**src/rtl/hlls_pkg.sv**
```systemverilog
// ---------------------------------------------------------------------------
// hlls_pkg: shared types and constants
// Command and status bundles between the sketch controller and datapath.
// ---------------------------------------------------------------------------
`default_nettype none

package hlls_pkg;

  localparam logic [32:0] FoldMod = 33'h0_FFFF_FFFB;
  localparam logic [31:0] MixA    = 32'h85EB_CA6B;
  localparam logic [31:0] MixB    = 32'hC2B2_AE35;

  localparam int unsigned EstW  = 42;
  localparam int unsigned RankW = 5;

  typedef struct packed {
    logic clr_wr;
    logic fold_en;
    logic key_end;
    logic mix1;
    logic mix2;
    logic fin;
    logic lza;
    logic lzb;
    logic upd;
    logic div_start;
    logic load_out;
  } cmd_t;

  typedef struct packed {
    logic clr_last;
    logic div_done;
  } status_t;

endpackage

`default_nettype wire

```
**src/rtl/hlls_div.sv**
```systemverilog
// ---------------------------------------------------------------------------
// hlls_div: restoring divider
// Unsigned quotient, one bit per cycle, MSB first.
// ---------------------------------------------------------------------------
`default_nettype none

module hlls_div #(
  parameter int unsigned NumW = 47,
  parameter int unsigned DenW = 34
) (
  input  wire logic            clk_i,
  input  wire logic            rst_ni,
  input  wire logic            start_i,
  input  wire logic [NumW-1:0] num_i,
  input  wire logic [DenW-1:0] den_i,
  output logic                 done_o,
  output logic [NumW-1:0]      quo_o
);

  localparam int unsigned CntW = $clog2(NumW + 1);

  logic [NumW-1:0] quo_q, quo_d;
  logic [DenW-1:0] rem_q, rem_d;
  logic [DenW-1:0] den_q;
  logic [CntW-1:0] cnt_q, cnt_d;
  logic            busy_q, busy_d;
  logic            done_q, done_d;
  logic [DenW:0]   shifted;
  logic            ge;

  always_comb begin
    shifted = {rem_q, quo_q[NumW-1]};
    ge      = shifted >= {1'b0, den_q};
    quo_d   = quo_q;
    rem_d   = rem_q;
    cnt_d   = cnt_q;
    busy_d  = busy_q;
    done_d  = 1'b0;
    if (start_i) begin
      quo_d  = num_i;
      rem_d  = '0;
      cnt_d  = CntW'(NumW);
      busy_d = 1'b1;
    end else if (busy_q) begin
      rem_d = ge ? DenW'(shifted - {1'b0, den_q}) : shifted[DenW-1:0];
      quo_d = {quo_q[NumW-2:0], ge};
      cnt_d = cnt_q - CntW'(1);
      if (cnt_q == CntW'(1)) begin
        busy_d = 1'b0;
        done_d = 1'b1;
      end
    end
  end

  always_ff @(posedge clk_i or negedge rst_ni) begin
    if (!rst_ni) begin
      cnt_q  <= '0;
      busy_q <= 1'b0;
      done_q <= 1'b0;
    end else begin
      cnt_q  <= cnt_d;
      busy_q <= busy_d;
      done_q <= done_d;
    end
  end

  always_ff @(posedge clk_i) begin
    quo_q <= quo_d;
    rem_q <= rem_d;
    if (start_i) begin
      den_q <= den_i;
    end
  end

  assign done_o = done_q;
  assign quo_o  = quo_q;

endmodule

`default_nettype wire

```
**src/rtl/hlls_dp.sv**
```systemverilog
// ---------------------------------------------------------------------------
// hlls_dp: sketch datapath
// Character fold, hash finalizer, rank search, bucket store, harmonic sum.
// ---------------------------------------------------------------------------
`default_nettype none

module hlls_dp #(
  parameter int unsigned IndexBits = 6,
  parameter logic [31:0] Alpha     = 32'd3045131813
) (
  input  wire logic                      clk_i,
  input  wire logic                      rst_ni,
  input  wire hlls_pkg::cmd_t            cmd_i,
  output hlls_pkg::status_t              status_o,
  input  wire logic [6:0]                char_i,
  output logic [hlls_pkg::EstW-1:0]      est_o,
  output logic [IndexBits-1:0]           idx_o,
  output logic [hlls_pkg::RankW-1:0]     rank_o
);

  localparam int unsigned BucketCount = 1 << IndexBits;
  localparam int unsigned HsW         = IndexBits + 33;
  localparam int unsigned NumW        = 41 + IndexBits;
  localparam int unsigned DenW        = HsW - (IndexBits - 1);
  localparam int unsigned RankW       = hlls_pkg::RankW;

  logic [31:0]              fold_sum_q;
  logic [1:0]               grp_q;
  logic [32:0]              sum_raw;
  logic [31:0]              sum_mod;
  logic [31:0]              h0_q, h1_q, h2_q, h3;
  logic [31:0]              w_q;
  logic [IndexBits-1:0]     idx_q;
  logic [IndexBits-1:0]     clr_cnt_q;
  logic [3:0]               nz_q;
  logic [2:0]               lz8 [4];
  logic [2:0]               lz8_q [4];
  logic [5:0]               lz;
  logic [RankW-1:0]         rank_q;
  logic [RankW-1:0]         rd_q;
  logic [HsW-1:0]           hs_q;
  logic [HsW-1:0]           hs_next;
  logic [RankW-1:0]         mem_q [BucketCount];
  logic                     div_done;
  logic [NumW-1:0]          quo;
  logic [hlls_pkg::EstW-1:0] est_q;
  logic [IndexBits-1:0]      idx_out_q;
  logic [RankW-1:0]          rank_out_q;

  always_comb begin
    sum_raw = {1'b0, fold_sum_q} + (33'(char_i) << {grp_q, 3'b000});
    sum_mod = (sum_raw >= hlls_pkg::FoldMod) ? 32'(sum_raw - hlls_pkg::FoldMod)
                                             : sum_raw[31:0];
  end

  always_ff @(posedge clk_i or negedge rst_ni) begin
    if (!rst_ni) begin
      fold_sum_q <= '0;
      grp_q      <= '0;
      clr_cnt_q  <= '0;
      hs_q       <= HsW'(1) << (IndexBits + 32);
    end else begin
      if (cmd_i.clr_wr) begin
        clr_cnt_q <= clr_cnt_q + IndexBits'(1);
      end
      if (cmd_i.fold_en) begin
        if (cmd_i.key_end) begin
          fold_sum_q <= '0;
          grp_q      <= '0;
        end else begin
          fold_sum_q <= sum_mod;
          grp_q      <= grp_q + 2'd1;
        end
      end
      if (cmd_i.upd && (rd_q < rank_q)) begin
        hs_q <= hs_next;
      end
    end
  end

  always_comb begin
    hs_next = hs_q - (HsW'(1) << (6'd32 - 6'(rd_q))) + (HsW'(1) << (6'd32 - 6'(rank_q)));
    h3      = h2_q ^ (h2_q >> 16);
    for (int b = 0; b < 4; b++) begin
      lz8[b] = 3'd0;
      for (int i = 0; i < 8; i++) begin
        if (w_q[8*b + i]) begin
          lz8[b] = 3'(7 - i);
        end
      end
    end
    lz      = 6'd32;
    for (int b = 0; b < 4; b++) begin
      if (nz_q[b]) begin
        lz = 6'(8 * (3 - b)) + 6'(lz8_q[b]);
      end
    end
  end

  always_ff @(posedge clk_i) begin
    if (cmd_i.key_end) begin
      h0_q <= sum_mod;
    end
    if (cmd_i.mix1) begin
      h1_q <= 32'((h0_q ^ (h0_q >> 16)) * hlls_pkg::MixA);
    end
    if (cmd_i.mix2) begin
      h2_q <= 32'((h1_q ^ (h1_q >> 13)) * hlls_pkg::MixB);
    end
    if (cmd_i.fin) begin
      idx_q <= h3[IndexBits-1:0];
      w_q   <= h3 >> IndexBits;
    end
    if (cmd_i.lza) begin
      rd_q <= mem_q[idx_q];
      for (int b = 0; b < 4; b++) begin
        nz_q[b]  <= |w_q[8*b +: 8];
        lz8_q[b] <= lz8[b];
      end
    end
    if (cmd_i.lzb) begin
      rank_q <= RankW'(lz - 6'(IndexBits) + 6'd1);
    end
    if (cmd_i.clr_wr) begin
      mem_q[clr_cnt_q] <= '0;
    end else if (cmd_i.upd && (rd_q < rank_q)) begin
      mem_q[idx_q] <= rank_q;
    end
    if (cmd_i.load_out) begin
      est_q      <= quo[hlls_pkg::EstW-1:0];
      idx_out_q  <= idx_q;
      rank_out_q <= rank_q;
    end
  end

  hlls_div #(
    .NumW(NumW),
    .DenW(DenW)
  ) u_div (
    .clk_i  (clk_i),
    .rst_ni (rst_ni),
    .start_i(cmd_i.div_start),
    .num_i  (NumW'(Alpha) << (IndexBits + 9)),
    .den_i  (hs_q[HsW-1:IndexBits-1]),
    .done_o (div_done),
    .quo_o  (quo)
  );

  assign status_o.clr_last = &clr_cnt_q;
  assign status_o.div_done = div_done;
  assign est_o             = est_q;
  assign idx_o             = idx_out_q;
  assign rank_o            = rank_out_q;

endmodule

`default_nettype wire

```
**src/rtl/hlls_ctrl.sv**
```systemverilog
// ---------------------------------------------------------------------------
// hlls_ctrl: sketch controller
// Sequences clearing, per-key hashing, bucket update and estimate division.
// ---------------------------------------------------------------------------
`default_nettype none

module hlls_ctrl (
  input  wire logic              clk_i,
  input  wire logic              rst_ni,
  input  wire logic              in_valid_i,
  input  wire logic              in_last_i,
  output logic                   in_ready_o,
  output logic                   out_valid_o,
  input  wire logic              out_ready_i,
  output hlls_pkg::cmd_t         cmd_o,
  input  wire hlls_pkg::status_t status_i
);

  typedef enum logic [3:0] {
    S_CLEAR, S_IDLE, S_MIX1, S_MIX2, S_FIN, S_LZA, S_LZB, S_UPD, S_DIVGO, S_DIV, S_OUT
  } state_e;

  state_e state_q, state_d;
  logic   out_valid_q, out_valid_d;
  logic   load;

  always_comb begin
    load = (state_q == S_OUT) && (!out_valid_q || out_ready_i);
    cmd_o           = '0;
    cmd_o.clr_wr    = state_q == S_CLEAR;
    cmd_o.fold_en   = (state_q == S_IDLE) && in_valid_i;
    cmd_o.key_end   = (state_q == S_IDLE) && in_valid_i && in_last_i;
    cmd_o.mix1      = state_q == S_MIX1;
    cmd_o.mix2      = state_q == S_MIX2;
    cmd_o.fin       = state_q == S_FIN;
    cmd_o.lza       = state_q == S_LZA;
    cmd_o.lzb       = state_q == S_LZB;
    cmd_o.upd       = state_q == S_UPD;
    cmd_o.div_start = state_q == S_DIVGO;
    cmd_o.load_out  = load;

    state_d = state_q;
    case (state_q)
      S_CLEAR: if (status_i.clr_last) begin
        state_d = S_IDLE;
      end
      S_IDLE:  if (in_valid_i && in_last_i) begin
        state_d = S_MIX1;
      end
      S_MIX1:  state_d = S_MIX2;
      S_MIX2:  state_d = S_FIN;
      S_FIN:   state_d = S_LZA;
      S_LZA:   state_d = S_LZB;
      S_LZB:   state_d = S_UPD;
      S_UPD:   state_d = S_DIVGO;
      S_DIVGO: state_d = S_DIV;
      S_DIV:   if (status_i.div_done) begin
        state_d = S_OUT;
      end
      S_OUT:   if (load) begin
        state_d = S_IDLE;
      end
      default: state_d = S_CLEAR;
    endcase

    out_valid_d = out_valid_q;
    if (out_valid_q && out_ready_i) begin
      out_valid_d = 1'b0;
    end
    if (load) begin
      out_valid_d = 1'b1;
    end
  end

  always_ff @(posedge clk_i or negedge rst_ni) begin
    if (!rst_ni) begin
      state_q     <= S_CLEAR;
      out_valid_q <= 1'b0;
    end else begin
      state_q     <= state_d;
      out_valid_q <= out_valid_d;
    end
  end

  assign in_ready_o  = state_q == S_IDLE;
  assign out_valid_o = out_valid_q;

endmodule

`default_nettype wire

```
**src/rtl/hyperloglog_string_sketch_unit.sv**
```systemverilog
// ---------------------------------------------------------------------------
// hyperloglog_string_sketch_unit: streaming cardinality sketch over keys
// Key characters come in on the slave stream, one per request, tlast on the
// final character. Each key end yields one result request on the master
// stream with the running cardinality estimate, the bucket and the rank.
//
// Non-final characters leave the intake open. A final character closes it
// while the two finalizer multiplies, rank search, bucket read-modify-write
// and the one-bit-per-cycle estimate divider run, and the intake opens
// again once that key's result is loaded into the output register.
// After reset a clearing pass zeroes the bucket store, one entry a cycle, with
// s_axis_tready_o low.
// The result sits in an output register; while the receiver stalls the
// block keeps taking characters and hashing the next key, and holds only
// when that key's result is ready and the register is still full.
// ---------------------------------------------------------------------------
`default_nettype none

module hyperloglog_string_sketch_unit #(
  parameter int unsigned INDEX_BITS = 6
) (
  input  wire logic       clk_i,
  input  wire logic       rst_ni,
  input  wire logic       s_axis_tvalid_i,
  output logic            s_axis_tready_o,
  input  wire logic [7:0] s_axis_tdata_i,   // [6:0] char_byte
  input  wire logic       s_axis_tlast_i,   // last_char
  output logic            m_axis_tvalid_o,
  input  wire logic       m_axis_tready_i,
  // [41:0] estimate_q8, [41+P:42] bucket_index, [46+P:42+P] key_rank
  output logic [((47 + INDEX_BITS + 7) / 8) * 8 - 1:0] m_axis_tdata_o
);

  localparam int unsigned BucketCount = 1 << INDEX_BITS;
  localparam int unsigned OutW        = ((47 + INDEX_BITS + 7) / 8) * 8;
  localparam int unsigned FieldW      = 47 + INDEX_BITS;
  localparam logic [63:0] AlphaGen    =
    ((64'd7213 * 64'(BucketCount)) << 32) / (64'd10000 * 64'(BucketCount) + 64'd10790);
  localparam logic [31:0] Alpha =
    (BucketCount == 16) ? 32'd2890512990 :
    (BucketCount == 32) ? 32'd2993592205 :
    (BucketCount == 64) ? 32'd3045131813 : AlphaGen[31:0];

  hlls_pkg::cmd_t             cmd;
  hlls_pkg::status_t          status;
  logic [hlls_pkg::EstW-1:0]  est;
  logic [INDEX_BITS-1:0]      idx;
  logic [hlls_pkg::RankW-1:0] rank;

  hlls_ctrl u_ctrl (
    .clk_i      (clk_i),
    .rst_ni     (rst_ni),
    .in_valid_i (s_axis_tvalid_i),
    .in_last_i  (s_axis_tlast_i),
    .in_ready_o (s_axis_tready_o),
    .out_valid_o(m_axis_tvalid_o),
    .out_ready_i(m_axis_tready_i),
    .cmd_o      (cmd),
    .status_i   (status)
  );

  hlls_dp #(
    .IndexBits(INDEX_BITS),
    .Alpha    (Alpha)
  ) u_dp (
    .clk_i   (clk_i),
    .rst_ni  (rst_ni),
    .cmd_i   (cmd),
    .status_o(status),
    .char_i  (s_axis_tdata_i[6:0]),
    .est_o   (est),
    .idx_o   (idx),
    .rank_o  (rank)
  );

  assign m_axis_tdata_o = OutW'({rank, idx, est});

`ifndef SYNTHESIS
  a_key_end_stops_intake: assert property (@(posedge clk_i) disable iff (!rst_ni)
    s_axis_tvalid_i && s_axis_tready_o && s_axis_tlast_i |=> !s_axis_tready_o)
    else $error("intake open after key end");

  a_clear_blocks_intake: assert property (@(posedge clk_i) disable iff (!rst_ni)
    cmd.clr_wr |-> !s_axis_tready_o)
    else $error("intake open during clearing pass");

  a_rank_range: assert property (@(posedge clk_i) disable iff (!rst_ni)
    m_axis_tvalid_o |-> (m_axis_tdata_o[FieldW-1:42+INDEX_BITS] != '0) &&
      (m_axis_tdata_o[FieldW-1:42+INDEX_BITS] <= 5'(33 - INDEX_BITS)))
    else $error("rank out of range");
`endif

endmodule

`default_nettype wire

```
**config.mk**
```make
export PLATFORM = sky130hd
export DESIGN_NAME = hyperloglog_string_sketch_unit
export DESIGN_NICKNAME = d
export VERILOG_FILES = /design/src/rtl/hlls_pkg.sv /design/src/rtl/hlls_div.sv /design/src/rtl/hlls_dp.sv /design/src/rtl/hlls_ctrl.sv /design/src/rtl/hyperloglog_string_sketch_unit.sv
export SDC_FILE = /design/constraint.sdc
export NUM_CORES = 2
export LEC_CHECK = 0
export BUFFER_PORTS_ARGS = -buffer_cell sky130_fd_sc_hd__buf_2
export CORE_ASPECT_RATIO = 0.7
export CORE_MARGIN = 2
export CORE_UTILIZATION = 35
export DETAILED_ROUTE_END_ITERATION = 8
export GPL_TIMING_DRIVEN = 0
export PLACE_DENSITY = 0.59
export RECOVER_POWER = 50
export REMOVE_ABC_BUFFERS = 1
export SYNTH_ARGS = -nofsm -noshare
export SYNTH_HDL_FRONTEND = slang
export SYNTH_SLANG_ARGS = --single-unit
```
**constraint.sdc**
```tcl
create_clock -name clk_i -period 10.4 [get_ports clk_i]
set_input_delay 1.56 -clock clk_i [delete_from_list [all_inputs] [get_ports clk_i]]
set_output_delay 1.56 -clock clk_i [all_outputs]
set_load 0.01 [all_outputs]
```
==> results.py <==
metrics = {
    "placement": {
        "dp_hpwl_mm": 103,
        "numPortBuffers": 66,
        "gp_congestion": 0.942,
        "postPlaceCellArea_sq_um": 56700,
    },
    "grt": {
        "grt_max_degree": 64,
        "overflow": 0,
        "antenna_found_initial": 5,
        "grt_pass1_vias": 33800,
        "grt_pass1_wl_mm": 202,
        "grtUsageTotal_pct": 16.8,
    },
    "clock_tree": {
        "insertion_delay_ns": 0.70,
        "cts_tree": "yes",
        "post_cts_buffers": 0,
        "htree_levels": 3,
        "root_buffer": "clkbuf_16",
        "cts_num_sinks": 733,
        "clock_path_buffers": 3,
        "cts_buffers": 78,
        "cts_hold_buf": 0,
        "cts.repair.resized": 0,
        "clk_pin_slew_ns": 0.06,
    },
    "worst_setup_path": {
        "crit_buf_inv": 7,
        "crit_type": "reg2reg",
        "end_kind": "register",
        "cp_max_fo": 9,
        "timing.critical_path.mode_cell": "inv_1",
        "cp_slowest_cell": "xor2_1",
        "cp-start-kind": "register",
        "arrival_ns": 9.68,
        "critPathRequiredTime_ns": 10.84,
        "slowest_delay_ns": 1.19,
        "cp_top_family": "adder cells",
    },
    "timing": {
        "period_minus_slack_ns": 9.24,
        "final-setup-viol-count": 0,
        "timing.fmax_mhz": 108,
        "relSlewSlack_pct": -155,
        "finalMaxSlewViolations": 516,
        "rsz0062_at_grt": "false",
        "period_share_pct": 88.9,
        "tightest_slew_ns": 3.82,
        "hold_viol_final": 0,
        "fin_skew_ns": 0.0466,
    },
    "die": {
        "io_pins": 71,
        "die_h_um": 331,
        "row_count": 119,
        "initial_utilization_pct": 35.4,
        "die_w_um": 471,
        "dieArea_sq_um": 156000,
        "core_area_sq_um": 151000,
    },
    "synthesis": {
        "yosysTopAreaCell": "edfxtp_1",
        "synth_compound_area_share_pct": 7.48,
        "synth_area_sq_um": 53400,
        "yosys.area_share.adder_pct": 27.4,
        "synth_xor_area_share_pct": 5.04,
        "synthDistinctLibCells": 95,
        "synth.most_common_cell": "inv_1",
        "netlist_instances": 4678,
        "yosys_warnings": 0,
        "ys_top_cells_by_count": "inv_1, edfxtp_1, ha_1, fa_1, nor2_1",
        "synth_top_family_by_area": "adder cells",
        "synth_area_leaders": "edfxtp_1, fa_1, ha_1, inv_1, mux4_2",
        "seq_area_frac_synth_pct": 38.8,
        "synth_edf_count": 560,
        "synth-simple-area-share_pct": 8.41,
        "synth_top_area_share_pct": 31.5,
        "synth.ff_latch_count": 733,
        "synthArstFlopShare_pct": 12.6,
        "syn_avg_cell_area_sq_um": 11.4,
        "muxShareOfSynthArea_pct": 5.63,
        "synth_ff_type": "edfxtp_1",
    },
    "final_layout": {
        "fin_area_sq_um": 59100,
        "layout.nets": 5687,
        "multiInputGateArea_sq_um": 28900,
        "synthToLayoutAreaGrowth_pct": 10.6,
        "regArea_sq_um": 20700,
        "drive_gt1_share_pct": 6.67,
        "fillers": 14500,
    },
    "route": {
        "wl_mm": 129,
        "vias": 33900,
        "postRouteAntennaNets": 0,
        "avgRoutedWirePerCell_um": 18.9,
        "drt_iter0_markers": 2864,
        "dr.pass1.iters": 6,
        "via_per_inst": 4.97,
        "drc": 0,
    },
    "pwr": {
        "p_leak_nw": 24.7,
        "p_clk_share_pct": 48.1,
        "switchingPower_mw": 1.29,
        "cell_internal_pwr_mw": 4.79,
        "pwr_density_cell_nw_per_um2": 103,
        "combPwrFrac_pct": 0.8,
        "peakVddDrop_v": 0.000119,
        "finalPower_mw": 6.08,
        "swShare_pct": 21.2,
        "p_seq_share_pct": 51.2,
    },
    "job": {
        "cap_violations": 16,
    },
    "worst_hold_path": {
        "hp-class": "reg2reg",
    },
    "status": {
        "failed_checks": "max-capacitance violations, max-slew violations",
        "status": "complete, but fails checks",
    },
}
## per-layer routing
metal	vias to the layer above	GRT usage, %	wire length (um)
met1	16700	26.3	65100
met2	1034	22.2	49900
met5	-	0.448	114
met3	134	5.17	12000
li1	16000	-	-
met4	4	3.59	2010
## cell usage in the layout (no fill, tap or decap), drive strengths merged, types with 24 or more instances in the layout
cell type	instances
a211oi	29
a21o	65
a21oi	184
a31oi	24
and2	34
and3	42
buf	32
clkbuf	169
clkinv	28
dfrtp	91
dfxtp	81
edfxtp	560
fa	428
ha	487
inv	899
mux2i	62
mux4	105
nand2	223
nand2b	39
nand3	46
nor2	311
nor2b	60
nor3	66
o21a	27
o21ai	132
xnor2	192
xor2	111
## metrics by stage
step | setup slack (ns) | utilization [%] | setup TNS [ns] | hold slack [ns] | instances
floorplan | 3.18 | - | 0 | 0.425 | 4576
global placement | -1.32 | 37.0 | -308.91 | 0.443 | 6638
detailed placement | 1.34 | 37.6 | 0 | 0.445 | 6675
CTS | 1.29 | 39.4 | 0 | 0.445 | 6820
global route | 0.745 | 39.1 | 0 | 0.470 | 6821
finish | 1.16 | 39.1 | 0 | 0.455 | 6822
## layout make-up
cell class	instances	area share, %
diodes	2	0.00847
clock buffers	98	3.48
clock inverters	47	1.12
inverters	895	5.69
multi-input cells	2948	49.0
flip-flops and latches	733	35.1
well taps	1996	4.23
repair buffers	103	1.40
## power by group through the flow
stage	Combinational [mW]	Sequential (mW)	Clock, mW
after floorplan	0.0247	3.17	0
after global placement	0.0462	3.17	0
after detailed placement	0.0487	3.17	0
after CTS	0.0489	3.11	3.00
after global routing	0.0528	3.11	3.11
final	0.0465	3.11	2.92
## registers in the layout, summed over array words and instances, names as in the netlist, 34 cells and up
register          flops
u_dp.mem_q          320
u_dp.u_div.quo_o     47
u_dp.est_o           42
u_dp.hs_q            39
u_dp.u_div.den_q     34
u_dp.u_div.rem_q     34
## worst paths after layout
check                                   start              endpoint  slack [ns]  depth (start not counted)
worst max-delay path            u_dp.h0_q[17]         u_dp.h1_q[31]        1.16                         29
worst min-delay path            u_dp.hs_q[33]  u_dp.u_div.den_q[28]        0.46                          0
worst max register to register  u_dp.h0_q[17]         u_dp.h1_q[31]        1.16                         29
worst min register to register  u_dp.hs_q[33]  u_dp.u_div.den_q[28]        0.46                          0
max in group asynchronous              rst_ni     u_dp.u_div.busy_q        3.70                          2
min in group asynchronous              rst_ni   u_dp.fold_sum_q[30]        1.60                          1
## logic make-up after synthesis
| kind of cell | after synthesis |
|---|---|
| AO/OA/AOI/OAI | 616 |
| AND/OR/NAND/NOR | 933 |
| multiplexers | 169 |
| adder cells (fa/ha/maj) | 915 |
| other | 2 |
| XOR/XNOR | 304 |
| flip-flops | 733 |
| buffers and inverters | 1006 |
Note: power is estimated with default switching activity, not from simulation.
